===== src/sv/aif_pkg.sv =====
// ----------------------------------------------------------------------------
// aif_pkg
// Shared types and constants of the infrared frame decoder.
// ----------------------------------------------------------------------------
package aif_pkg;

    localparam int DUR_W      = 16;
    localparam int UNIT_W     = 11;
    localparam int TOL_W      = 7;
    localparam int NOM_W      = 14;   // unit times eight
    localparam int FAC_W      = 8;    // 100 plus tolerance
    localparam int PROD_W     = NOM_W + FAC_W;
    localparam int SCALED_W   = 23;   // duration times 100, plus 99
    localparam int NWIN       = 4;
    localparam int SEQ_W      = 3;    // one step per bound, two bounds per window
    localparam int CFG_IDX_W  = 4;
    localparam int CFG_DATA_W = 16;
    localparam int BITPOS_W   = 4;
    localparam int BYTES_W    = 6;
    localparam int VALUE_W    = 16;
    localparam int MAX_DATA_BYTES = 35;

    localparam logic [TOL_W-1:0]    TOL_MAX   = 7'd100;
    localparam logic [FAC_W-1:0]    PCT_SCALE = 8'd100;
    localparam logic [SCALED_W-1:0] PCT_MUL   = 23'd100;
    localparam logic [SCALED_W-1:0] PCT_ROUND = 23'd99;

    localparam logic [UNIT_W-1:0] UNIT_RESET = 11'd425;
    localparam logic [TOL_W-1:0]  TOL_RESET  = 7'd25;

    // register indexes
    localparam logic [CFG_IDX_W-1:0] CFG_UNIT_US = 4'd0;
    localparam logic [CFG_IDX_W-1:0] CFG_TOL_PCT = 4'd1;

    // tolerance windows
    localparam logic [1:0] WIN_X8 = 2'd0;
    localparam logic [1:0] WIN_X4 = 2'd1;
    localparam logic [1:0] WIN_X3 = 2'd2;
    localparam logic [1:0] WIN_X1 = 2'd3;

    // pulse kinds
    localparam logic [1:0] PK_MARK  = 2'd0;
    localparam logic [1:0] PK_SPACE = 2'd1;

    // result kinds
    localparam logic [1:0] RK_ADDR = 2'd0;
    localparam logic [1:0] RK_BYTE = 2'd1;
    localparam logic [1:0] RK_OK   = 2'd2;
    localparam logic [1:0] RK_ERR  = 2'd3;

    typedef enum logic [2:0] {
        PH_IDLE,
        PH_HDR_SPACE,
        PH_ADDR_MARK,
        PH_ADDR_SPACE,
        PH_DATA_MARK,
        PH_DATA_SPACE,
        PH_DRAIN
    } t_phase;

    typedef struct packed {
        logic [NWIN-1:0][PROD_W-1:0] lo;
        logic [NWIN-1:0][PROD_W-1:0] hi;
    } t_thr;

    typedef struct packed {
        logic is_mark;
        logic is_space;
        logic is_end;
        logic m8;
        logic m4;
        logic m3;
        logic m1;
    } t_cls;

    typedef struct packed {
        logic [1:0]         kind;
        logic [VALUE_W-1:0] value;
        logic               last;
    } t_result;

endpackage


===== src/sv/aif_cfg.sv =====
// ----------------------------------------------------------------------------
// aif_cfg
// Configuration registers and the sequencer that derives window thresholds.
// ----------------------------------------------------------------------------
module aif_cfg import aif_pkg::*; (
    input  logic                  i_clk,
    input  logic                  i_rst_n,
    input  logic                  i_cfg_valid,
    input  logic [CFG_IDX_W-1:0]  i_cfg_index,
    input  logic [CFG_DATA_W-1:0] i_cfg_data,
    output logic                  o_busy,
    output t_thr                  o_thr
);

    logic [UNIT_W-1:0] r_unit;
    logic [TOL_W-1:0]  r_tol;
    logic              r_busy;
    logic [SEQ_W-1:0]  r_idx;
    logic [PROD_W-1:0] r_lo [NWIN];
    logic [PROD_W-1:0] r_hi [NWIN];

    logic [TOL_W-1:0]  tol_c;
    logic [NOM_W-1:0]  nom;
    logic [FAC_W-1:0]  fac;
    logic [PROD_W-1:0] prod;
    logic [1:0]        win;

    assign win   = r_idx[SEQ_W-1:1];
    assign tol_c = (r_tol > TOL_MAX) ? TOL_MAX : r_tol;

    always_comb begin
        case (win)
            WIN_X8:  nom = {r_unit, 3'b000};
            WIN_X4:  nom = {1'b0, r_unit, 2'b00};
            WIN_X3:  nom = NOM_W'({r_unit, 1'b0}) + NOM_W'(r_unit);
            default: nom = NOM_W'(r_unit);
        endcase
    end

    assign fac  = r_idx[0] ? (PCT_SCALE + FAC_W'(tol_c)) : (PCT_SCALE - FAC_W'(tol_c));
    assign prod = PROD_W'(nom) * PROD_W'(fac);

    always_ff @(posedge i_clk) begin
        if (!i_rst_n) begin
            r_unit <= UNIT_RESET;
            r_tol  <= TOL_RESET;
            r_busy <= 1'b1;
            r_idx  <= '0;
        end else if (i_cfg_valid) begin
            if (i_cfg_index == CFG_UNIT_US) begin
                r_unit <= i_cfg_data[UNIT_W-1:0];
            end else if (i_cfg_index == CFG_TOL_PCT) begin
                r_tol <= i_cfg_data[TOL_W-1:0];
            end
            // restart the threshold sweep with the new values
            r_busy <= 1'b1;
            r_idx  <= '0;
        end else if (r_busy) begin
            r_idx <= r_idx + SEQ_W'(1);
            if (r_idx == '1) begin
                r_busy <= 1'b0;
            end
        end
    end

    always_ff @(posedge i_clk) begin
        if (r_busy && !i_cfg_valid) begin
            if (r_idx[0]) begin
                r_hi[win] <= prod;
            end else begin
                r_lo[win] <= prod;
            end
        end
    end

    always_comb begin
        for (int k = 0; k < NWIN; k++) begin
            o_thr.lo[k] = r_lo[k];
            o_thr.hi[k] = r_hi[k];
        end
    end

    assign o_busy = r_busy;

endmodule


===== src/sv/aif_front.sv =====
// ----------------------------------------------------------------------------
// aif_front
// Accepts pulses, classifies them against the windows, queues the result.
// ----------------------------------------------------------------------------
module aif_front import aif_pkg::*; (
    input  logic             i_clk,
    input  logic             i_rst_n,
    input  logic             i_accept,
    input  logic [1:0]       i_pulse_kind,
    input  logic [DUR_W-1:0] i_duration_us,
    input  t_thr             i_thr,
    input  logic             i_deq,
    output logic             o_qfull,
    output logic             o_qvalid,
    output t_cls             o_cls
);

    t_cls          r_q [2];
    logic          r_wp;
    logic          r_rp;
    logic [1:0]    r_cnt;
    logic [1:0]    n_cnt;

    logic [SCALED_W-1:0] d100;
    logic [SCALED_W-1:0] d100r;
    logic [NWIN-1:0]     hit;
    t_cls                cls;

    // floor(p/100) <= d  <=>  100*d + 99 >= p ;  d <= floor(q/100)  <=>  100*d <= q
    assign d100  = SCALED_W'(i_duration_us) * PCT_MUL;
    assign d100r = d100 + PCT_ROUND;

    always_comb begin
        for (int k = 0; k < NWIN; k++) begin
            hit[k] = (d100r >= SCALED_W'(i_thr.lo[k])) && (d100 <= SCALED_W'(i_thr.hi[k]));
        end
    end

    always_comb begin
        cls.is_mark  = (i_pulse_kind == PK_MARK);
        cls.is_space = (i_pulse_kind == PK_SPACE);
        cls.is_end   = !(i_pulse_kind == PK_MARK) && !(i_pulse_kind == PK_SPACE);
        cls.m8       = hit[WIN_X8];
        cls.m4       = hit[WIN_X4];
        cls.m3       = hit[WIN_X3];
        cls.m1       = hit[WIN_X1];
    end

    assign n_cnt = r_cnt + {1'b0, i_accept} - {1'b0, i_deq};

    always_ff @(posedge i_clk) begin
        if (!i_rst_n) begin
            r_wp  <= 1'b0;
            r_rp  <= 1'b0;
            r_cnt <= '0;
        end else begin
            if (i_accept) begin
                r_wp <= ~r_wp;
            end
            if (i_deq) begin
                r_rp <= ~r_rp;
            end
            r_cnt <= n_cnt;
        end
    end

    always_ff @(posedge i_clk) begin
        if (i_accept) begin
            r_q[r_wp] <= cls;
        end
    end

    assign o_qfull  = (r_cnt == 2'd2);
    assign o_qvalid = (r_cnt != 2'd0);
    assign o_cls    = r_q[r_rp];

endmodule


===== src/sv/aif_back.sv =====
// ----------------------------------------------------------------------------
// aif_back
// Frame state machine and result queue.
// ----------------------------------------------------------------------------
module aif_back import aif_pkg::*; (
    input  logic i_clk,
    input  logic i_rst_n,
    input  logic i_qvalid,
    input  t_cls i_cls,
    input  logic i_pop,
    output logic o_deq,
    output logic o_empty,
    output t_result o_res
);

    t_phase              r_phase;
    t_phase              n_phase;
    logic [BITPOS_W-1:0] r_bitpos;
    logic [BITPOS_W-1:0] n_bitpos;
    logic [VALUE_W-1:0]  r_shift;
    logic [VALUE_W-1:0]  n_shift;
    logic [BYTES_W-1:0]  r_bytes;
    logic [BYTES_W-1:0]  n_bytes;

    t_result    r_oq [2];
    logic       r_owp;
    logic       r_orp;
    logic [1:0] r_ocnt;

    logic    step;
    logic    res_valid;
    t_result res;
    logic    bit_ok;
    logic    bit_val;
    logic    at_limit;
    logic    out_take;
    t_phase  fin_phase;
    logic [VALUE_W-1:0] sw16;
    logic [VALUE_W-1:0] sw8;

    assign step      = i_qvalid && (r_ocnt != 2'd2);
    assign out_take  = i_pop && (r_ocnt != 2'd0);
    assign bit_ok    = i_cls.is_space && (i_cls.m3 || i_cls.m1);
    assign bit_val   = i_cls.is_space && i_cls.m3;   // one wins where windows overlap
    assign at_limit  = (r_bytes >= BYTES_W'(MAX_DATA_BYTES));
    assign fin_phase = i_cls.is_end ? PH_IDLE : PH_DRAIN;
    assign sw16      = {r_shift[VALUE_W-2:0], bit_val};
    assign sw8       = {8'h00, r_shift[6:0], bit_val};

    // next state
    always_comb begin
        n_phase = r_phase;
        if (step) begin
            case (r_phase)
                PH_IDLE: begin
                    if (!i_cls.is_end) begin
                        n_phase = (i_cls.is_mark && i_cls.m8) ? PH_HDR_SPACE : PH_DRAIN;
                    end
                end
                PH_HDR_SPACE: begin
                    n_phase = (i_cls.is_space && i_cls.m4) ? PH_ADDR_MARK : fin_phase;
                end
                PH_ADDR_MARK: begin
                    n_phase = (i_cls.is_mark && i_cls.m1) ? PH_ADDR_SPACE : fin_phase;
                end
                PH_ADDR_SPACE: begin
                    if (bit_ok) begin
                        n_phase = (r_bitpos >= 4'd15) ? PH_DATA_MARK : PH_ADDR_MARK;
                    end else begin
                        n_phase = fin_phase;
                    end
                end
                PH_DATA_MARK: begin
                    if (i_cls.is_mark && i_cls.m1) begin
                        n_phase = at_limit ? PH_DRAIN : PH_DATA_SPACE;
                    end else begin
                        n_phase = fin_phase;
                    end
                end
                PH_DATA_SPACE: begin
                    n_phase = bit_ok ? PH_DATA_MARK : fin_phase;
                end
                PH_DRAIN: begin
                    if (i_cls.is_end) begin
                        n_phase = PH_IDLE;
                    end
                end
                default: begin
                    n_phase = PH_IDLE;
                end
            endcase
        end
    end

    // outputs and datapath
    always_comb begin
        n_bitpos  = r_bitpos;
        n_shift   = r_shift;
        n_bytes   = r_bytes;
        res_valid = 1'b0;
        res.kind  = RK_ERR;
        res.value = '0;
        res.last  = 1'b1;
        if (step) begin
            case (r_phase)
                PH_IDLE: begin
                    if (!i_cls.is_end && !(i_cls.is_mark && i_cls.m8)) begin
                        res_valid = 1'b1;
                    end
                end
                PH_HDR_SPACE: begin
                    if (i_cls.is_space && i_cls.m4) begin
                        n_bitpos = '0;
                        n_shift  = '0;
                    end else begin
                        res_valid = 1'b1;
                    end
                end
                PH_ADDR_MARK: begin
                    if (!(i_cls.is_mark && i_cls.m1)) begin
                        res_valid = 1'b1;
                    end
                end
                PH_ADDR_SPACE: begin
                    if (!bit_ok) begin
                        res_valid = 1'b1;
                    end else if (r_bitpos >= 4'd15) begin
                        res_valid = 1'b1;
                        res.kind  = RK_ADDR;
                        res.value = sw16;
                        res.last  = 1'b0;
                        n_bitpos  = '0;
                        n_shift   = '0;
                        n_bytes   = '0;
                    end else begin
                        n_bitpos = r_bitpos + 4'd1;
                        n_shift  = sw16;
                    end
                end
                PH_DATA_MARK: begin
                    if (!(i_cls.is_mark && i_cls.m1)) begin
                        res_valid = 1'b1;
                    end else if (at_limit) begin
                        res_valid = 1'b1;
                        res.kind  = RK_OK;
                    end
                end
                PH_DATA_SPACE: begin
                    if (!bit_ok) begin
                        // frame end: fine once two bytes are in, partial byte dropped
                        res_valid = 1'b1;
                        res.kind  = (r_bytes >= 6'd2) ? RK_OK : RK_ERR;
                    end else if (r_bitpos >= 4'd7) begin
                        res_valid = 1'b1;
                        res.kind  = RK_BYTE;
                        res.value = sw8;
                        res.last  = 1'b0;
                        n_bitpos  = '0;
                        n_shift   = '0;
                        n_bytes   = r_bytes + 6'd1;
                    end else begin
                        n_bitpos = r_bitpos + 4'd1;
                        n_shift  = sw8;
                    end
                end
                default: begin
                end
            endcase
            // any ending result clears the frame state
            if (res_valid && res.last) begin
                n_bitpos = '0;
                n_shift  = '0;
                n_bytes  = '0;
            end
        end
    end

    always_ff @(posedge i_clk) begin
        if (!i_rst_n) begin
            r_phase  <= PH_IDLE;
            r_bitpos <= '0;
            r_shift  <= '0;
            r_bytes  <= '0;
            r_owp    <= 1'b0;
            r_orp    <= 1'b0;
            r_ocnt   <= '0;
        end else begin
            r_phase  <= n_phase;
            r_bitpos <= n_bitpos;
            r_shift  <= n_shift;
            r_bytes  <= n_bytes;
            if (step && res_valid) begin
                r_owp <= ~r_owp;
            end
            if (out_take) begin
                r_orp <= ~r_orp;
            end
            r_ocnt <= r_ocnt + {1'b0, step && res_valid} - {1'b0, out_take};
        end
    end

    always_ff @(posedge i_clk) begin
        if (step && res_valid) begin
            r_oq[r_owp] <= res;
        end
    end

    assign o_deq   = step;
    assign o_empty = (r_ocnt == 2'd0);
    assign o_res   = r_oq[r_orp];

endmodule


===== src/sv/aeha_ir_frame_decoder.sv =====
// ----------------------------------------------------------------------------
// aeha_ir_frame_decoder
// Infrared remote frame decoder: header, 16-bit address, up to 35 data bytes.
// ----------------------------------------------------------------------------
// Takes one pulse per clock cycle when full is low, sustained. A pulse is
// classified against the tolerance windows in the cycle it is pushed, waits in
// a two-entry queue, and the frame state machine turns it into at most one
// result, which is registered into a two-entry queue of its own. After reset
// and after every configuration write, full stays high while one shared
// multiplier recomputes the eight window bounds, one per cycle; a further
// write restarts the sweep.
module aeha_ir_frame_decoder import aif_pkg::*; (
    input  logic                  i_clk,
    input  logic                  i_rst_n,
    input  logic                  push,
    output logic                  full,
    input  logic [1:0]            i_pulse_kind,
    input  logic [DUR_W-1:0]      i_duration_us,
    output logic                  empty,
    input  logic                  pop,
    output logic [1:0]            o_result_kind,
    output logic [VALUE_W-1:0]    o_value,
    output logic                  o_last,
    input  logic                  i_cfg_valid,
    output logic                  o_cfg_ready,
    input  logic [CFG_IDX_W-1:0]  i_cfg_index,
    input  logic [CFG_DATA_W-1:0] i_cfg_data
);

    logic    busy;
    t_thr    thr;
    logic    accept;
    logic    qfull;
    logic    qvalid;
    logic    deq;
    t_cls    cls;
    t_result res;

    assign o_cfg_ready = 1'b1;
    assign full        = busy || qfull;
    assign accept      = push && !full;

    aif_cfg u_cfg (
        .i_clk       (i_clk),
        .i_rst_n     (i_rst_n),
        .i_cfg_valid (i_cfg_valid),
        .i_cfg_index (i_cfg_index),
        .i_cfg_data  (i_cfg_data),
        .o_busy      (busy),
        .o_thr       (thr)
    );

    aif_front u_front (
        .i_clk         (i_clk),
        .i_rst_n       (i_rst_n),
        .i_accept      (accept),
        .i_pulse_kind  (i_pulse_kind),
        .i_duration_us (i_duration_us),
        .i_thr         (thr),
        .i_deq         (deq),
        .o_qfull       (qfull),
        .o_qvalid      (qvalid),
        .o_cls         (cls)
    );

    aif_back u_back (
        .i_clk    (i_clk),
        .i_rst_n  (i_rst_n),
        .i_qvalid (qvalid),
        .i_cls    (cls),
        .i_pop    (pop),
        .o_deq    (deq),
        .o_empty  (empty),
        .o_res    (res)
    );

    assign o_result_kind = res.kind;
    assign o_value       = res.value;
    assign o_last        = res.last;

endmodule


===== config.mk =====
export PLATFORM = sky130hd
export DESIGN_NAME = aeha_ir_frame_decoder
export DESIGN_NICKNAME = d
export VERILOG_FILES = /design/src/sv/aif_pkg.sv /design/src/sv/aif_cfg.sv /design/src/sv/aif_front.sv /design/src/sv/aif_back.sv /design/src/sv/aeha_ir_frame_decoder.sv
export SDC_FILE = /design/constraint.sdc
export NUM_CORES = 1
export LEC_CHECK = 0
export ABC_CLOCK_PERIOD_IN_PS = 8700
export BUFFER_PORTS_ARGS = -buffer_cell sky130_fd_sc_hd__buf_2
export CAP_MARGIN = 5
export CORE_AREA = 2 2 189 191
export DETAILED_ROUTE_END_ITERATION = 10
export DIE_AREA = 0 0 191 193
export PLACE_DENSITY = 0.88
export SYNTH_ARGS = -nofsm -noshare
export SYNTH_HDL_FRONTEND = slang
export SYNTH_SLANG_ARGS = --single-unit

===== constraint.sdc =====
create_clock -name i_clk -period 8.7 [get_ports i_clk]
set_input_delay 1.305 -clock i_clk [delete_from_list [all_inputs] [get_ports i_clk]]
set_output_delay 1.305 -clock i_clk [all_outputs]
set_load 0.05 [all_outputs]

==> metrics.log, run 1 <==
[metrics] type of element launching the critical path: register
[metrics] maximum VDD drop: 0.271 mV
[metrics] length of the first detailed-routing pass in iterations: 8
[metrics] Cell Area, Placed: 21600 µm²
[metrics] Worst Path Class, Setup: reg -> reg
[metrics] floorplan die width: 191 µm
[metrics] most common cell after layout, fill and taps aside: sky130_fd_sc_hd__inv_1
[metrics] Resized cells post-CTS: 0
[metrics] setup repair after global routing missed its margin: false
[metrics] largest net degree at the start of global routing: 30
[metrics] highest signal layer in the routed design: met4
[metrics] highest achievable clock rate: 128 MHz
[metrics] violation count after the first detailed-routing iteration: 1234
[metrics] prevailing post-synth register cell: sky130_fd_sc_hd__edfxtp_1
[metrics] Worst EP arrival: 8060 ps
[metrics] buffers added on ports: 58
[metrics] Max Buffers Root-to-Sink: 3
[metrics] clock slew at the register clock pins of the worst setup and hold paths: 60 ps
[metrics] WHS: 486 ps
[metrics] per-instance average area after synthesis: 10.3 µm²
[metrics] CTS Hold Bufs: 0
[metrics] standard-cell rows: 69
[metrics] number of flops mapped to enable cells by yosys: 228
[metrics] core area: 35000 µm²
[metrics] sinks on the clock net: 288
[metrics] clock buffers created by TritonCTS: 30
[metrics] path category of the worst min-delay check: reg -> reg
[metrics] number of antenna violations at the first check in global routing: 0
[metrics] Required @ worst endpoint: 8950 ps
[metrics] post-layout min period: 7810 ps
[metrics] number of vias per cell after detailed routing: 5.90
[metrics] share of post-route cells with drive strength above 1: 0.105
[metrics] flip-flop and latch count after synthesis: 288
[metrics] most repeated library cell on the critical path: sky130_fd_sc_hd__fa_1
[metrics] Max-Cap Viols: 0
[metrics] placed wire-length estimate after detailed placement: 35.3 mm
[metrics] Die Area: 36900 µm²
[metrics] actual slew at the worst max-slew pin: 1240 ps
[metrics] detailed-route wire length on metal 1: 18.4 mm
[metrics] most used cells in the layout excluding fill and tap cells: sky130_fd_sc_hd__inv_1 (359), sky130_fd_sc_hd__ha_1 (279), sky130_fd_sc_hd__edfxtp_1 (228)
[metrics] skew final: 16.9 ps
[metrics] wire length on met2: 24.1 mm
[metrics] async set-or-reset flop fraction in the synthesized netlist: 0
[metrics] height of the die: 193 µm
[metrics] Post-Synthesis Cell Area: 20600 µm²
[metrics] count of antenna-violating nets left after detailed routing: 0
[metrics] Post-Route WL: 47.4 mm
[metrics] Power Density: 280 nW/µm²
[metrics] peak fanout along the critical path: 14
[metrics] CTS tree: built
[metrics] synth warn: 0
[metrics] Leak: 10.3 nW
[metrics] number of levels the H-tree was split into: 1
[metrics] endpoint class of the critical path: register
[metrics] design area: 22600 µm²
[metrics] first-pass GRT wire length: 76.3 mm
[metrics] n_diodes: 0
[metrics] nets in the synthesized netlist: 2403
[metrics] I/O pins: 65
[metrics] final hold viol count: 0
[metrics] clock latency on the worst-skew pair: 570 ps
[metrics] GRT Util Overall: 0.259
[metrics] Area growth syn-to-layout: 9.58%
[metrics] final number of setup-violating endpoints: 0
[metrics] total number of vias: 15126
[metrics] Period Utilization, post-route: 0.897
[metrics] max-slew violation total from the final report: 0
[metrics] Total Nets Final: 2483
[metrics] largest delay contributor family on the critical path: compound AO/OA/AOI/OAI gates
[metrics] detailed route wirelength on metal3: 2.89 mm
[metrics] portion of the post-synthesis area used by sequential elements: 0.390
[metrics] post-DR wirelength/cell: 18.5 µm
[metrics] DRC violation count after routing: 0
[metrics] Slowest Stage Delay on Critical Path: 690 ps
[metrics] Rel. slew slack: 0.173
[metrics] result of the run: completed
[metrics] slowest cell on the critical path: sky130_fd_sc_hd__o311ai_0
[metrics] Clock Tree Root: sky130_fd_sc_hd__clkbuf_16
[metrics] count of buffering cells on the critical path with inverters included: 4
[metrics] Initial Utilization: 0.590
[metrics] synthesized instance count: 1997
[metrics] Setup Fix Bufs, Post-CTS: 0
[metrics] global-route congestion overflow total: 0
[metrics] vias in the first global route: 15654
[metrics] Cell variety after synth: 95
[metrics] post-route setup TNS: 0 ps
[metrics] placer congestion estimate: 0.926
==> state kept, by name, indices dropped and copies added, names as in the netlist, named ones only <==
| signal | flops |
|---|---|
| u_back.r_bytes | 6 |
| u_back.r_phase | 3 |
| u_back.r_shift | 15 |
| u_front.r_wp | 1 |
| u_cfg.o_busy | 1 |
| u_cfg.r_tol | 7 |
| u_back.r_owp | 1 |
| u_back.r_oq | 38 |
| u_cfg.r_lo | 88 |
| u_cfg.r_unit | 11 |
| u_cfg.r_idx | 3 |
| u_back.r_orp | 1 |
| u_front.r_rp | 1 |
| u_back.r_bitpos | 4 |
| u_back.r_ocnt | 2 |
| u_front.r_cnt | 2 |
| u_front.r_q | 14 |
| u_cfg.r_hi | 88 |
==> worst reg2reg max path, stage by stage, from the launching register on <==
cell,delay [ps]
sky130_fd_sc_hd__dfxtp_1,370
sky130_fd_sc_hd__o311ai_0,690
sky130_fd_sc_hd__nand2_1,130
sky130_fd_sc_hd__buf_4,230
sky130_fd_sc_hd__ha_1,220
sky130_fd_sc_hd__a21oi_1,200
sky130_fd_sc_hd__o21ai_0,140
sky130_fd_sc_hd__a211o_1,350
sky130_fd_sc_hd__nand4_1,130
sky130_fd_sc_hd__fa_1,490
sky130_fd_sc_hd__fa_1,550
sky130_fd_sc_hd__inv_1,60
sky130_fd_sc_hd__fa_1,520
sky130_fd_sc_hd__inv_1,50
sky130_fd_sc_hd__fa_1,530
sky130_fd_sc_hd__inv_1,40
sky130_fd_sc_hd__ha_1,350
sky130_fd_sc_hd__nand2_1,110
sky130_fd_sc_hd__o211ai_1,140
sky130_fd_sc_hd__o41ai_2,360
sky130_fd_sc_hd__nor2_1,170
sky130_fd_sc_hd__o311a_1,410
sky130_fd_sc_hd__o21a_1,200
sky130_fd_sc_hd__o21a_1,190
sky130_fd_sc_hd__o211a_1,230
sky130_fd_sc_hd__xor2_1,620
==> cell type report <==
cell class              count  area (µm²)
fillers                  2539       12400
flip-flops and latches    288        8050
inverters                 360        1350
multi-input cells        1308       11100
well taps                 461         577
clock inverters            16         220
repair buffers             89         520
clock buffers              40         808
==> cell usage after synthesis (all sizes together) (11+ instances only) <==
| cell | number | area share |
|---|---|---|
| a211oi | 15 | 0.0061 |
| a21o | 25 | 0.0092 |
| a21oi | 89 | 0.022 |
| a22o | 17 | 0.0076 |
| and2 | 19 | 0.0059 |
| and3 | 12 | 0.0036 |
| clkbuf | 31 | 0.0056 |
| dfxtp | 60 | 0.058 |
| edfxtp | 228 | 0.33 |
| fa | 84 | 0.082 |
| ha | 279 | 0.17 |
| inv | 360 | 0.066 |
| mux2 | 24 | 0.013 |
| mux2i | 24 | 0.012 |
| nand2 | 86 | 0.016 |
| nand2b | 25 | 0.0076 |
| nand3 | 38 | 0.0092 |
| nand4 | 29 | 0.0091 |
| nor2 | 178 | 0.033 |
| nor2b | 33 | 0.010 |
| nor3 | 25 | 0.0061 |
| nor4 | 11 | 0.0042 |
| o211ai | 14 | 0.0053 |
| o21a | 17 | 0.0062 |
| o21ai | 69 | 0.017 |
| or2 | 20 | 0.0061 |
| or3 | 14 | 0.0042 |
| xnor2 | 42 | 0.018 |
| xor2 | 20 | 0.0089 |
==> power breakdown <==
| part | leakage [nW] | switching, W | internal, W |
|---|---|---|---|
| clock network | 0.504 | 0.000540 | 0.000802 |
| registers | 2.52 | 0.0000657 | 0.00186 |
| logic | 7.28 | 0.00196 | 0.00109 |
| total | 10.3 | 0.00257 | 0.00375 |
==> per-layer routing <==
metal | up-vias | GRT usage
met2 | 609 | 0.473
met5 | - | 0
met3 | 146 | 0.0302
met4 | 0 | 0.111
met1 | 7317 | 0.310
li1 | 7054 | -
==> worst paths after layout <==
path	cells past startpoint	slack (ps)	end	from
hold / removal	1	490	u_back.r_shift[14]$_SDFFE_PN0P_	u_back.r_shift[14]$_SDFFE_PN0P_
setup reg to reg	25	890	u_cfg.r_hi[1][20]$_DFFE_PP_	u_cfg.r_tol[3]$_SDFFE_PN1P_
hold reg to reg	1	490	u_back.r_shift[14]$_SDFFE_PN0P_	u_back.r_shift[14]$_SDFFE_PN0P_
setup / recovery	25	890	u_cfg.r_hi[1][20]$_DFFE_PP_	u_cfg.r_tol[3]$_SDFFE_PN1P_
==> logic make-up after synthesis <==
group | count (synthesis) | synth area share
AO/OA/AOI/OAI | 319 | 0.106
flip-flops | 288 | 0.390
other | 1 | 0.000182
adder cells (fa/ha/maj) | 363 | 0.251
multiplexers | 51 | 0.0280
buffers and inverters | 401 | 0.0741
XOR/XNOR | 62 | 0.0271
AND/OR/NAND/NOR | 512 | 0.124
==> per-stage QoR <==
step / setup slack [ps] / total power [W] / instances / utilization
2_1_floorplan: 1510 / 0.00395 / 1997 / -
3_3_place_gp: 1190 / 0.00470 / 2505 / 0.617
3_5_place_dp: 1040 / 0.00491 / 2505 / 0.617
4_1_cts: 1000 / 0.00629 / 2561 / 0.646
5_1_grt: 553 / 0.00668 / 2562 / 0.646
6_report: 893 / 0.00632 / 2562 / 0.646
Note: power is estimated with default switching activity, not from simulation.
==> inputs of run 2 (changes only) <==
--- a/config.mk
+++ b/config.mk
@@ -8,10 +8,12 @@
 export ABC_CLOCK_PERIOD_IN_PS = 8700
 export BUFFER_PORTS_ARGS = -buffer_cell sky130_fd_sc_hd__buf_2
 export CAP_MARGIN = 5
-export CORE_AREA = 2 2 189 191
+export CORE_AREA = 2 2 193 195
+export CTS_CLUSTER_SIZE = 12
 export DETAILED_ROUTE_END_ITERATION = 10
-export DIE_AREA = 0 0 191 193
-export PLACE_DENSITY = 0.88
+export DIE_AREA = 0 0 195 197
+export PLACE_DENSITY = 0.87
 export SYNTH_ARGS = -nofsm -noshare
 export SYNTH_HDL_FRONTEND = slang
+export SYNTH_HIERARCHICAL = 1
 export SYNTH_SLANG_ARGS = --single-unit
==> metrics.log, run 2 <==
[metrics] highest achievable clock rate: 135 MHz
[metrics] fraction of the mapped netlist area in simple logic gates: 0.134
[metrics] Worst Path Class, Setup: reg -> reg
[metrics] Post-Synth XOR/XNOR Area: 0.0203
[metrics] Die Area: 38400 µm²
[metrics] slowest cell on the critical path: sky130_fd_sc_hd__a2111oi_2
[metrics] placer congestion estimate: 0.892
[metrics] Power Density: 284 nW/µm²
[metrics] Required @ worst endpoint: 8930 ps
[metrics] most repeated library cell on the critical path: sky130_fd_sc_hd__fa_1
[metrics] skew final: 24.0 ps
[metrics] share of post-route cells with drive strength above 1: 0.103
[metrics] type of element launching the critical path: register
[metrics] async set-or-reset flop fraction in the synthesized netlist: 0
[metrics] actual slew at the worst max-slew pin: 1190 ps
[metrics] violation count after the first detailed-routing iteration: 1293
[metrics] maximum VDD drop: 0.201 mV
[metrics] result of the run: completed
[metrics] number of levels the H-tree was split into: 1
[metrics] Worst EP arrival: 7660 ps
[metrics] Resized cells post-CTS: 0
[metrics] DRC violation count after routing: 0
[metrics] CTS Hold Bufs: 0
[metrics] most frequently used cell type in the post-synthesis netlist: sky130_fd_sc_hd__inv_1
[metrics] Reg-to-Reg Start: u_cfg/r_tol[1]$_SDFFE_PN0P_
[metrics] peak fanout along the critical path: 15
[metrics] hold worst-path end: u_back/r_shift[14]$_SDFFE_PN0P_
[metrics] clock buffers created by TritonCTS: 31
[metrics] Post-Synthesis Cell Area: 21400 µm²
[metrics] number of instances on the worst hold path: 2
[metrics] Period Utilization, post-route: 0.854
[metrics] length of the first detailed-routing pass in iterations: 9
[metrics] GRT Util Overall: 0.261
[metrics] multiplexer fraction of the synthesized cell area: 0.0305
[metrics] max-slew violation total from the final report: 0
[metrics] nets in the synthesized netlist: 2513
[metrics] hold path startpoint: u_back/r_shift[14]$_SDFFE_PN0P_
[metrics] Cell variety after synth: 109
[metrics] share of synthesized cell area in full adder, half adder and majority cells: 0.241
[metrics] number of cell instances on the worst register-to-register path: 22
[metrics] post-DR wirelength/cell: 18.9 µm
[metrics] cell type contributing the most total cell area after synthesis: sky130_fd_sc_hd__edfxtp_1
[metrics] final number of setup-violating endpoints: 0
[metrics] clock latency on the worst-skew pair: 580 ps
[metrics] per-instance average area after synthesis: 10.2 µm²
[metrics] synthesized instance count: 2107
[metrics] prevailing post-synth register cell: sky130_fd_sc_hd__edfxtp_1
[metrics] dominant combinational cell family by area after synthesis: adder cells
[metrics] register-to-register setup slack: 1270 ps
[metrics] flip-flop and latch count after synthesis: 288
[metrics] Rel. slew slack: 0.209
[metrics] standard-cell rows: 70
[metrics] compound-cell area share of the yosys netlist: 0.132
[metrics] most used cells in the layout excluding fill and tap cells: sky130_fd_sc_hd__inv_1 (313), sky130_fd_sc_hd__ha_1 (279), sky130_fd_sc_hd__edfxtp_1 (228)
[metrics] vias in the first global route: 16839
[metrics] clock slew at the register clock pins of the worst setup and hold paths: 60 ps
[metrics] first-pass GRT wire length: 81.2 mm
[metrics] number of antenna violations at the first check in global routing: 0
[metrics] Max Buffers Root-to-Sink: 3
[metrics] Total Nets Final: 2567
[metrics] largest registers in the final layout: u_cfg/r_hi x88, u_cfg/r_lo x88, u_back/r_oq x38
[metrics] setup repair after global routing missed its margin: false
[metrics] synth warn: 6
[metrics] Max-Cap Viols: 0
[metrics] Clock Tree Root: sky130_fd_sc_hd__clkbuf_16
[metrics] endpoint of the most critical register-to-register path: u_cfg/r_lo[0][18]$_DFFE_PP_
[metrics] floorplan die width: 195 µm
[metrics] Area growth syn-to-layout: 8.26%
[metrics] total number of vias: 16337
[metrics] sinks on the clock net: 288
[metrics] path category of the worst min-delay check: reg -> reg
[metrics] count of antenna-violating nets left after detailed routing: 0
[metrics] total power consumption of the routed design: 0.00660 W
[metrics] Leak: 10.2 nW
[metrics] number of flops mapped to enable cells by yosys: 228
[metrics] endpoint class of the critical path: register
[metrics] placed wire-length estimate after detailed placement: 37.5 mm
[metrics] final hold viol count: 0
[metrics] Synth top area share: 0.319
[metrics] post-layout min period: 7430 ps
[metrics] portion of the post-synthesis area used by sequential elements: 0.375
[metrics] largest net degree at the start of global routing: 38
[metrics] I/O pins: 65
[metrics] cells traversed along the worst timing path: o21ai_0 > a21o_1 > nand2_1 > ha_1 > a21oi_1 > o21ai_0 > nor2b_1 > o31ai_1 > buf_4 > nor2_1 > fa_1 > fa_1 > fa_1 > inv_1 > fa_1 > inv_1 > ha_1 > nand2_1 > nor3_1 > a31oi_1 > and3_1 > a2111oi_2
[metrics] top cells by area, synth: sky130_fd_sc_hd__edfxtp_1 (32%), sky130_fd_sc_hd__ha_1 (16%), sky130_fd_sc_hd__fa_1 (7.8%)
[metrics] design area: 23200 µm²
[metrics] Cell Area, Placed: 22200 µm²
[metrics] Post-Route WL: 50.1 mm
[metrics] global-route congestion overflow total: 0
[metrics] most common cell after layout, fill and taps aside: sky130_fd_sc_hd__inv_1
[metrics] Slowest Stage Delay on Critical Path: 870 ps
[metrics] buffers added on ports: 58
[metrics] Initial Utilization: 0.591
[metrics] n_diodes: 0
[metrics] height of the die: 197 µm
[metrics] Synth top cells by count: sky130_fd_sc_hd__inv_1 (313), sky130_fd_sc_hd__ha_1 (279), sky130_fd_sc_hd__edfxtp_1 (228)
[metrics] core area: 36300 µm²
[metrics] Setup Fix Bufs, Post-CTS: 0
[metrics] number of vias per cell after detailed routing: 6.16
[metrics] post-route setup TNS: 0 ps
[metrics] CTS tree: built
==> run 2: changes by cell type in the layout (fill, tap and decap cells not counted), sizes merged, moves of 9 or more <==
| cell | change |
|---|---|
| nand2 | +25 |
| a211oi | +23 |
| inv | -47 |
| xnor2 | -9 |
| o21ai | +13 |
| buf | -14 |
| o211ai | +19 |
| or3 | -10 |
| a31oi | +11 |
| a21oi | +10 |
| nor3 | +15 |
| nor2 | +14 |
| or2 | +10 |
==> run 2: layout make-up <==
type | instances | area, µm²
clock buffers | 46 | 872
clock inverters | 11 | 123
fillers | 2684 | 13000
inverters | 314 | 1180
multi-input cells | 1451 | 12000
flip-flops and latches | 288 | 8050
well taps | 468 | 586
repair buffers | 75 | 418
==> run 2: logic make-up after synthesis <==
group,count (synthesis)
buffers and inverters,368
other,1
adder cells (fa/ha/maj),363
flip-flops,288
AND/OR/NAND/NOR,575
multiplexers,60
XOR/XNOR,48
AO/OA/AOI/OAI,404
==> run 2: worst max-delay path: cells and delay by family, from the launching register on <==
family                     cells  cell delay [ps]
adders and majority gates      6             2930
AOI/OAI and AO/OA              7             2190
DFF                            1              350
buffers and inverters          3              360
and+or+nand+nor                6             1260
==> run 2: power breakdown <==
group	total (W)	switching, W	internal, W
Clock	0.00128	0.000532	0.000752
Combinational	0.00335	0.00220	0.00114
Sequential	0.00197	0.0000758	0.00189
==> run 2: worst max path at each step <==
| stage | start | endpoint | cells past startpoint |
|---|---|---|---|
| final | u_cfg/r_tol[1]$_SDFFE_PN0P_ | u_cfg/r_lo[0][18]$_DFFE_PP_ | 22 |
| after global routing | u_cfg/r_tol[1]$_SDFFE_PN0P_ | u_cfg/r_lo[2][18]$_DFFE_PP_ | 22 |
| after detailed placement | u_cfg/r_tol[1]$_SDFFE_PN0P_ | u_cfg/r_hi[1][18]$_DFFE_PP_ | 22 |
| after floorplan | u_cfg/r_tol[0]$_SDFFE_PN1P_ | u_cfg/r_hi[0][18]$_DFFE_PP_ | 24 |
| after CTS | u_cfg/r_tol[1]$_SDFFE_PN0P_ | u_cfg/r_lo[0][18]$_DFFE_PP_ | 22 |
| after global placement | u_cfg/r_tol[1]$_SDFFE_PN0P_ | u_cfg/r_hi[1][18]$_DFFE_PP_ | 22 |
==> run 2: layer usage <==
layer | up-vias | GRT usage | wire, µm
met1 | 7796 | 0.303 | 19400
met4 | 0 | 0.145 | 2800
met5 | - | 0 | 0
met2 | 757 | 0.469 | 24900
li1 | 7569 | - | -
met3 | 215 | 0.0327 | 3050
==> run 2: stage by stage <==
step	worst slack, ps	utilization	hold slack [ps]	std cells
4_1_cts	1350	0.640	445	2653
5_1_grt	841	0.640	483	2653
3_3_place_gp	1640	0.613	434	2596
6_report	1270	0.640	441	2653
2_1_floorplan	2250	-	424	2107
3_5_place_dp	1380	0.613	435	2596
==> inputs of run 3 (changes only) <==
--- a/config.mk
+++ b/config.mk
@@ -5,14 +5,14 @@
 export SDC_FILE = /design/constraint.sdc
 export NUM_CORES = 1
 export LEC_CHECK = 0
-export ABC_CLOCK_PERIOD_IN_PS = 8700
+export ABC_CLOCK_PERIOD_IN_PS = 9250
 export BUFFER_PORTS_ARGS = -buffer_cell sky130_fd_sc_hd__buf_2
 export CAP_MARGIN = 5
-export CORE_AREA = 2 2 193 195
+export CORE_AREA = 2 2 224 226
 export CTS_CLUSTER_SIZE = 12
 export DETAILED_ROUTE_END_ITERATION = 10
-export DIE_AREA = 0 0 195 197
-export PLACE_DENSITY = 0.87
+export DIE_AREA = 0 0 226 228
+export PLACE_DENSITY = 0.7
 export SYNTH_ARGS = -nofsm -noshare
 export SYNTH_HDL_FRONTEND = slang
 export SYNTH_HIERARCHICAL = 1
==> constraint.sdc (replaced) <==
create_clock -name i_clk -period 9.25 [get_ports i_clk]
set_input_delay 1.3875 -clock i_clk [delete_from_list [all_inputs] [get_ports i_clk]]
set_output_delay 1.3875 -clock i_clk [all_outputs]
set_load 0.05 [all_outputs]
==> metrics.log, run 3 (synthesis results as in run 2) <==
[metrics] Rel. slew slack: 0.205
[metrics] total number of vias: 15635
[metrics] critical path depth in cells: 18
[metrics] post-DR wirelength/cell: 17.0 µm
[metrics] number of instances on the worst hold path: 2
[metrics] floorplan die width: 226 µm
[metrics] Cell Count Post-Placement: 2800
[metrics] skew final: 15.6 ps
[metrics] endpoint class of the critical path: register
[metrics] Initial Utilization: 0.435
[metrics] core area: 49300 µm²
[metrics] Max Buffers Root-to-Sink: 3
[metrics] clock slew at the register clock pins of the worst setup and hold paths: 60 ps
[metrics] I/O pins: 65
[metrics] Worst EP arrival: 7620 ps
[metrics] global-route congestion overflow total: 0
[metrics] register-to-register setup slack: 1830 ps
[metrics] post-route setup TNS: 0 ps
[metrics] standard-cell rows: 82
[metrics] sinks on the clock net: 288
[metrics] Die Area: 51500 µm²
[metrics] Worst Path Class, Setup: reg -> reg
[metrics] DRC violation count after routing: 0
[metrics] Max-Cap Viols: 0
[metrics] max-slew violation total from the final report: 0
[metrics] final hold viol count: 0
[metrics] path category of the worst min-delay check: reg -> reg
[metrics] most used cells in the layout excluding fill and tap cells: sky130_fd_sc_hd__inv_1 (313), sky130_fd_sc_hd__ha_1 (279), sky130_fd_sc_hd__edfxtp_1 (228)
[metrics] clock buffers created by TritonCTS: 34
[metrics] setup repair after global routing missed its margin: false
[metrics] height of the die: 228 µm
[metrics] number of cell instances on the worst register-to-register path: 18
[metrics] actual slew at the worst max-slew pin: 1190 ps
[metrics] peak fanout along the critical path: 30
[metrics] most common cell after layout, fill and taps aside: sky130_fd_sc_hd__inv_1
[metrics] filler instances: 4430
[metrics] largest registers in the final layout: u_cfg/r_hi x88, u_cfg/r_lo x88, u_back/r_oq x38
[metrics] Power Density: 264 nW/µm²
[metrics] number of levels the H-tree was split into: 2
[metrics] cells traversed along the worst timing path: nor2b_1 > nand3b_1 > nor3_1 > nor3_4 > or2_2 > fa_1 > inv_1 > fa_1 > fa_1 > inv_1 > fa_1 > inv_1 > ha_1 > nand2_1 > nor3_1 > a31oi_1 > and3_1 > a2111oi_2
[metrics] first-pass GRT wire length: 79.0 mm
[metrics] result of the run: completed
[metrics] GRT Util Overall: 0.190
[metrics] worst slack at placement: 1900 ps
[metrics] post-layout min period: 7420 ps
[metrics] final core utilization: 0.478
[metrics] number of antenna violations at the first check in global routing: 1
[metrics] Total Nets Final: 2570
[metrics] final number of setup-violating endpoints: 0
[metrics] non-filler instance count after layout: 2862
[metrics] post-layout worst setup margin: 1830 ps
[metrics] slowest cell on the critical path: sky130_fd_sc_hd__dfxtp_1
[metrics] highest achievable clock rate: 135 MHz
[metrics] Leak: 10.2 nW
[metrics] number of vias per cell after detailed routing: 5.46
[metrics] Area growth syn-to-layout: 9.95%
[metrics] Resized cells post-CTS: 0
[metrics] placed wire-length estimate after detailed placement: 37.4 mm
[metrics] type of element launching the critical path: register
[metrics] length of the first detailed-routing pass in iterations: 7
[metrics] count of buffering cells on the critical path with inverters included: 3
[metrics] placer congestion estimate: 0.857
[metrics] largest net degree at the start of global routing: 38
[metrics] violation count after the first detailed-routing iteration: 1030
[metrics] Clock Tree Root: sky130_fd_sc_hd__clkbuf_16
[metrics] clock latency on the worst-skew pair: 540 ps
[metrics] Required @ worst endpoint: 9440 ps
[metrics] CTS Hold Bufs: 0
[metrics] buffers added on ports: 58
[metrics] Slowest Stage Delay on Critical Path: 1000 ps
[metrics] Setup Fix Bufs, Post-CTS: 0
[metrics] share of post-route cells with drive strength above 1: 0.105
[metrics] count of antenna-violating nets left after detailed routing: 0
[metrics] CTS tree: built
[metrics] Period Utilization, post-route: 0.803
[metrics] largest delay contributor family on the critical path: adder cells
[metrics] WHS: 453 ps
[metrics] most repeated library cell on the critical path: sky130_fd_sc_hd__fa_1
[metrics] Post-Route WL: 48.6 mm
[metrics] n_diodes: 0
[metrics] maximum VDD drop: 0.180 mV
[metrics] vias in the first global route: 15848
-- run 3: cell types whose count changed in the layout (fill, tap and decap cells not counted), sizes merged --
cell	delta
clkinv	+4
clkbuf	-1
inv	+1
bufinv	+1
-- run 3: final cells by class --
| type | count | area (µm²) | area share |
|---|---|---|---|
| clock buffers | 45 | 932 | 0.0395 |
| clock inverters | 17 | 171 | 0.00727 |
| inverters | 314 | 1180 | 0.0500 |
| multi-input cells | 1451 | 12000 | 0.509 |
| flip-flops and latches | 288 | 8050 | 0.341 |
| well taps | 672 | 841 | 0.0357 |
| repair buffers | 75 | 418 | 0.0177 |
-- run 3: worst paths after layout --
kind / from / end
setup / recovery: u_cfg/r_idx[2]$_SDFFE_PP0P_ / u_cfg/r_lo[3][18]$_DFFE_PP_
hold / removal: u_back/r_shift[14]$_SDFFE_PN0P_ / u_back/r_shift[14]$_SDFFE_PN0P_
setup reg to reg: u_cfg/r_idx[2]$_SDFFE_PP0P_ / u_cfg/r_lo[3][18]$_DFFE_PP_
hold reg to reg: u_back/r_shift[14]$_SDFFE_PN0P_ / u_back/r_shift[14]$_SDFFE_PN0P_
-- run 3: where the power goes --
part,internal (W),switching [W],leakage (nW)
logic,0.00106,0.00201,7.17
registers,0.00178,0.0000692,2.52
clock network,0.000795,0.000517,0.535
-- run 3: routing by layer --
metal | GRT usage | vias to the layer above | part of all wire
met3 | 0.0263 | 109 | 0.037
met1 | 0.231 | 7612 | 0.42
met4 | 0.0743 | 0 | 0.035
met2 | 0.337 | 341 | 0.50
met5 | 0 | - | 0
li1 | - | 7573 | -
-- run 3: worst reg2reg max path, stage by stage (launching register included) --
cell and delay (ps):
sky130_fd_sc_hd__dfxtp_1 1000, sky130_fd_sc_hd__nor2b_1 760, sky130_fd_sc_hd__nand3b_1 140, sky130_fd_sc_hd__nor3_1 290, sky130_fd_sc_hd__nor3_4 130, sky130_fd_sc_hd__or2_2 310, sky130_fd_sc_hd__fa_1 540, sky130_fd_sc_hd__inv_1 50
sky130_fd_sc_hd__fa_1 470, sky130_fd_sc_hd__fa_1 540, sky130_fd_sc_hd__inv_1 50, sky130_fd_sc_hd__fa_1 530, sky130_fd_sc_hd__inv_1 40, sky130_fd_sc_hd__ha_1 450, sky130_fd_sc_hd__nand2_1 120, sky130_fd_sc_hd__nor3_1 280
sky130_fd_sc_hd__a31oi_1 270, sky130_fd_sc_hd__and3_1 260, sky130_fd_sc_hd__a2111oi_2 840
-- run 3: per-stage QoR --
stage          cell area, µm²  power (W)
4_1_cts                 23600    0.00623
2_1_floorplan           21400    0.00404
3_3_place_gp            22500    0.00477
3_5_place_dp            22500    0.00489
6_report                23600    0.00624
5_1_grt                 23600    0.00666
